`src/rtl/lsrc_pkg.sv`:
```
// shared constants and types of the line segment rectangle clipper
`default_nettype none

package lsrc_pkg;

   // default coordinate width
   localparam int COORD_BITS_DEF = 16;

   // interpolation quotient is capped at 2**QCAP_LOG2
   localparam int QCAP_LOG2 = 40;
   // signed interpolation offset, wide enough for the capped quotient
   localparam int DELTA_W = QCAP_LOG2 + 2;
   // base plus offset before saturation
   localparam int SUM_W = DELTA_W + 1;

   // window reset values
   localparam int WIN_LEFT_RST   = 0;
   localparam int WIN_TOP_RST    = 0;
   localparam int WIN_RIGHT_RST  = 1023;
   localparam int WIN_BOTTOM_RST = 767;

   typedef enum logic [1:0] {
      CSR_WIN_LEFT   = 2'd0,
      CSR_WIN_TOP    = 2'd1,
      CSR_WIN_RIGHT  = 2'd2,
      CSR_WIN_BOTTOM = 2'd3
   } csr_index_type;

   // pipeline stages of one interpolation unit: magnitudes, product, one stage
   // per quotient bit, signed offset
   function automatic int interp_latency(int cb);
      return 2 * cb + 3;
   endfunction

endpackage

`default_nettype wire

```
`src/rtl/lsrc_div.sv`:
```
// pipelined restoring divider, one quotient bit per stage
`default_nettype none

module lsrc_div #(
   parameter int N_W  = 2 * lsrc_pkg::COORD_BITS_DEF,
   parameter int D_W  = lsrc_pkg::COORD_BITS_DEF,
   parameter int SB_W = 1
) (
   input  logic            clock,
   input  logic            en,
   input  logic [N_W-1:0]  dividend,
   input  logic [D_W-1:0]  divisor,
   input  logic [SB_W-1:0] sb_in,
   output logic [N_W-1:0]  quotient,
   output logic [SB_W-1:0] sb_out
);
   import lsrc_pkg::*;

   // partial remainder, remaining dividend bits shifted up with quotient bits
   // filling in from the bottom
   logic [D_W-1:0]  rem_ff [N_W];
   logic [N_W-1:0]  nq_ff  [N_W];
   logic [D_W-1:0]  dvs_ff [N_W];
   logic [SB_W-1:0] sb_ff  [N_W];

   for (genvar i = 0; i < N_W; i++) begin : g_stage
      logic [D_W-1:0]  rem_prev;
      logic [N_W-1:0]  nq_prev;
      logic [D_W-1:0]  dvs_prev;
      logic [SB_W-1:0] sb_prev;
      logic [D_W:0]    part;
      logic [D_W:0]    trial;
      logic [D_W-1:0]  rem_in;
      logic [N_W-1:0]  nq_in;

      if (i == 0) begin : g_first
         assign rem_prev = '0;
         assign nq_prev  = dividend;
         assign dvs_prev = divisor;
         assign sb_prev  = sb_in;
      end else begin : g_next
         assign rem_prev = rem_ff[i-1];
         assign nq_prev  = nq_ff[i-1];
         assign dvs_prev = dvs_ff[i-1];
         assign sb_prev  = sb_ff[i-1];
      end

      always_comb begin
         part  = {rem_prev, nq_prev[N_W-1]};
         trial = part - {1'b0, dvs_prev};
         if (part >= {1'b0, dvs_prev}) begin
            rem_in = trial[D_W-1:0];
            nq_in  = {nq_prev[N_W-2:0], 1'b1};
         end else begin
            rem_in = part[D_W-1:0];
            nq_in  = {nq_prev[N_W-2:0], 1'b0};
         end
      end

      always_ff @(posedge clock) begin
         if (en) begin
            rem_ff[i] <= rem_in;
            nq_ff[i]  <= nq_in;
            dvs_ff[i] <= dvs_prev;
            sb_ff[i]  <= sb_prev;
         end
      end
   end

   assign quotient = nq_ff[N_W-1];
   assign sb_out   = sb_ff[N_W-1];

endmodule

`default_nettype wire

```
`src/rtl/lsrc_interp.sv`:
```
// interpolation offset d*num/den truncated toward zero, capped, pipelined
`default_nettype none

module lsrc_interp #(
   parameter int CB = lsrc_pkg::COORD_BITS_DEF
) (
   input  logic                                clock,
   input  logic                                en,
   input  logic signed [CB:0]                  d,
   input  logic signed [CB:0]                  num,
   input  logic signed [CB:0]                  den,
   output logic signed [lsrc_pkg::DELTA_W-1:0] delta
);
   import lsrc_pkg::*;

   localparam int PW = 2 * CB;
   localparam int QW = (PW > QCAP_LOG2 + 1) ? PW : QCAP_LOG2 + 1;

   // differences of two coordinates stay within CB magnitude bits
   logic [CB-1:0] mag_d_ff, mag_n_ff, mag_den_ff;
   logic          neg_ff, zero_ff;

   logic [PW-1:0] prod_ff;
   logic [CB-1:0] den_b_ff;
   logic [1:0]    sb_b_ff;

   logic [PW-1:0] quot;
   logic [1:0]    sb_q;

   logic [QW-1:0]          q_ext, q_cap;
   logic [QCAP_LOG2:0]     q_mag;
   logic signed [DELTA_W-1:0] mag_s, delta_in, delta_ff;

   always_ff @(posedge clock) begin
      if (en) begin
         mag_d_ff   <= d[CB]   ? CB'(-d)   : CB'(d);
         mag_n_ff   <= num[CB] ? CB'(-num) : CB'(num);
         mag_den_ff <= den[CB] ? CB'(-den) : CB'(den);
         neg_ff     <= d[CB] ^ num[CB] ^ den[CB];
         zero_ff    <= (den == '0);
         prod_ff    <= PW'(mag_d_ff) * PW'(mag_n_ff);
         den_b_ff   <= mag_den_ff;
         sb_b_ff    <= {neg_ff, zero_ff};
         delta_ff   <= delta_in;
      end
   end

   lsrc_div #(
      .N_W  (PW),
      .D_W  (CB),
      .SB_W (2)
   ) u_div (
      .clock    (clock),
      .en       (en),
      .dividend (prod_ff),
      .divisor  (den_b_ff),
      .sb_in    (sb_b_ff),
      .quotient (quot),
      .sb_out   (sb_q)
   );

   always_comb begin
      q_ext = QW'(quot);
      q_cap = (q_ext > (QW'(1) << QCAP_LOG2)) ? (QW'(1) << QCAP_LOG2) : q_ext;
      q_mag = q_cap[QCAP_LOG2:0];
      mag_s = DELTA_W'(q_mag);
      // zero divisor leaves the base untouched
      if (sb_q[0]) begin
         delta_in = '0;
      end else if (sb_q[1]) begin
         delta_in = -mag_s;
      end else begin
         delta_in = mag_s;
      end
   end

   assign delta = delta_ff;

endmodule

`default_nettype wire

```
`config.mk`:
```
export PLATFORM = sky130hd
export DESIGN_NAME = lsrc_interp
export DESIGN_NICKNAME = d
export VERILOG_FILES = /design/src/rtl/lsrc_pkg.sv /design/src/rtl/lsrc_div.sv /design/src/rtl/lsrc_interp.sv
export SDC_FILE = /design/constraint.sdc
export NUM_CORES = 2
export LEC_CHECK = 0
export ABC_AREA = 1
export BUFFER_PORTS_ARGS = -buffer_cell sky130_fd_sc_hd__buf_4
export CAP_MARGIN = 20
export CORE_MARGIN = 2
export CORE_UTILIZATION = 30
export DETAILED_ROUTE_END_ITERATION = 7
export GPL_TIMING_DRIVEN = 1
export PLACE_DENSITY = 0.49
export SYNTH_ARGS = -nofsm -noshare
export SYNTH_HDL_FRONTEND = slang
export SYNTH_SLANG_ARGS = --single-unit
```
`constraint.sdc`:
```
create_clock -name clock -period 5.9 [get_ports clock]
set_input_delay 1.18 -clock clock [delete_from_list [all_inputs] [get_ports clock]]
set_output_delay 1.18 -clock clock [all_outputs]
set_load 0.02 [all_outputs]
```
==> qor.yml <==
yosys:
  synth-seq-area-share_pct: 57.5
  netlist_area_mm2: 0.116
  ys_ff_latch: 2222
  synthDominantCellAreaShare_pct: 57.5
  synth_cell_types: 47
  synth_ff_type: "edfxtp_1"
  synth_nets: 12500
  yosys.cell_count.top_type: "nand2_1"
  avgSynthCellArea_um2: 10.0
  synth_edf_count: 2222
  ys_warn_count: 0
  synth_commonest_cells: "nand2_1, edfxtp_1, inv_1"
  synthTopCellsByArea: "edfxtp_1, nand2_1, ha_1, inv_1, fa_1"
  synth_top_area_cell: "edfxtp_1"
  syn_inst: 11600
  synthArstFlopShare_pct: 0
clock_tree:
  cts_buffer_depth: 4
  cts_tree: "built"
  hold_buffers: 0
  cts_buffers: 243
  clk_pin_slew_ns: 0.06
  clock_latency_ns: 0.96
  root_buffer: "clkbuf_16"
  htreeDepth: 4
  cts_sinks: 2222
floorplanning:
  chipWidth_um: 626
  rows: 228
  io_pins: 95
  fp.dieH_um: 626
  dieArea_mm2: 0.392
  core_area_mm2: 0.385
  start_util_pct: 30.1
timing:
  skew_ns: 0.0943
  finalCritPeriodShare_pct: 95.1
  maxSlewHeadroom_pct: 27.7
  final_max_slew_viol_count: 0
  fmax_mhz: 178
  fin_ws_ns: 0.288
  holdWs_ns: 0.345
  finalSetupViolCount: 0
  finalHoldViolations: 0
  tightest_slew_ns: 1.08
  min_period_ns: 5.61
layout:
  drive_gt1_share_pct: 6.28
  syn_to_final_growth_pct: 13.2
  multiInputGateArea_mm2: 0.0408
  fillers: 39200
  ff_latch_area_mm2: 0.0667
  fin_cells: 17200
  fin_nets: 12800
placement:
  place_congestion: 0.866
  place_ws_ns: 0.0567
  port-buffer-count: 94
  placed_cells: 16800
  dp_hpwl_mm: 218
setup_path:
  critical_path_class: "register to register"
  crit_required_ns: 6.53
  critPathLaunchType: "register"
  arrival_ns: 6.24
  worstSetupEndpointType: "register"
  worst-path-max-fanout: 8
global_routing:
  grt_pass1_wl_mm: 438
  grt_max_degree: 169
  grt_pass1_vias: 76300
  grt_usage_pct: 14.3
  grt_overflow: 0
  antenna_found_initial: 4
power_and_ir_drop:
  cellPowerDensity_mw_per_mm2: 562
  p_leak_nw: 59.8
  max-vdd-ir-drop_uv: 686
route:
  drt_iter0_drc: 4104
  drt-pass1-iter-count: 6
  post_drt_wl_per_cell_um: 16.4
  drc: 0
  routed_wirelength_mm: 283
  vias_per_cell: 4.34
  vias: 74900
  postRouteAntennaNets: 0
run_status:
  status: "finished, final reports clean"
run:
  drv_cap: 0
worst_hold_path:
  hp-class: "register to register"
-- routing by layer --
layer	track usage, %	vias up	routed length (µm)
li1	-	38300	-
met2	27.6	1002	152000
met3	1.78	436	8180
met5	0	-	0
met4	4.82	0	9540
met1	15.9	35200	113000
-- metrics by stage --
| step | setup TNS (ns) | power, mW | instance area [µm²] | utilization (%) |
|---|---|---|---|---|
| 2_1_floorplan | 0 | 48.4 | 116000 | - |
| 3_3_place_gp | 0 | 59.1 | 123000 | 32.0 |
| 3_5_place_dp | 0 | 58.9 | 123000 | 32.0 |
| 4_1_cts | 0 | 74.7 | 131000 | 34.0 |
| 5_1_grt | -0.00560 | 80.5 | 131000 | 34.1 |
| 6_report | 0 | 73.9 | 131000 | 34.1 |
-- cells in the final DEF, fill, tap and decap left out, drive strengths merged, types with 206 or more instances in the layout --
cell type and n:
inv 2008, ha 606, nor2 708, nand2 3662
a21oi 387, edfxtp 2222, fa 224, clkbuf 278
nand3 867, buf 206
-- state kept, by name (all words and copies together) (netlist names) --
signal,flops
u_div.sb_ff,64
u_div.rem_ff,496
mag_den_ff,16
prod_ff,32
den_b_ff,16
sb_b_ff,2
delta,42
mag_d_ff,16
u_div.nq_ff,1024
u_div.dvs_ff,496
zero_ff,1
mag_n_ff,16
neg_ff,1
-- kinds of logic (layout without fill, tap and decap cells) --
family | count (synthesis) | count (layout) | synth area share [%]
buf+inv | 2173 | 2655 | 7.40
other cells | 0 | 1 | 0
simple gates | 5507 | 5507 | 19.9
flops | 2222 | 2222 | 57.5
xor+xnor | 265 | 265 | 2.00
compound gates | 591 | 591 | 2.79
fa+ha+maj | 830 | 830 | 10.4
-- cell type report --
class / instances / area share, %
Multi-Input combinational cell: 7193 / 31.1
Timing Repair Buffer: 206 / 1.40
Sequential cell: 2222 / 50.8
Clock buffer: 278 / 4.73
Tap cell: 5175 / 4.93
Inverter: 2002 / 5.72
Clock inverter: 169 / 1.36
Antenna cell: 1 / 0.00190
-- final timing paths --
path,cells after the start,slack [ns],endpoint,from
setup / recovery,21,0.29,prod_ff[30],mag_n_ff[6]
hold / removal,0,0.35,u_div.nq_ff[0][393],u_div.nq_ff[0][360]
setup reg to reg,21,0.29,prod_ff[30],mag_n_ff[6]
hold reg to reg,0,0.35,u_div.nq_ff[0][393],u_div.nq_ff[0][360]
-- worst max-delay path, cell delays in order, from the launching register on --
cell      delay, ns
edfxtp_1       0.53
buf_4          0.22
nand2_1        0.06
inv_1          0.05
fa_1           0.53
inv_1          0.06
fa_1           0.52
fa_1           0.52
inv_1          0.05
fa_1           0.46
fa_1           0.54
inv_1          0.05
fa_1           0.52
inv_1          0.04
ha_2           0.37
nand2_1        0.13
nor2_2         0.15
nand3_1        0.08
nand3b_1       0.23
nand2_1        0.12
nand3_1        0.09
nand2_1        0.06
-- where the power goes --
group	switching, mW	internal [mW]	total, mW
Clock	6.46	8.87	15.3
Combinational	23.0	12.0	35.0
Sequential	1.63	21.9	23.6
Total	31.1	42.8	73.9
-- timing repair --
item | CTS | global route
endpoints found under the setup margin | 0 | 14
setup buffers | 0 | 24
resized for setup | 0 | 14
(Power assumes the default switching activity.)
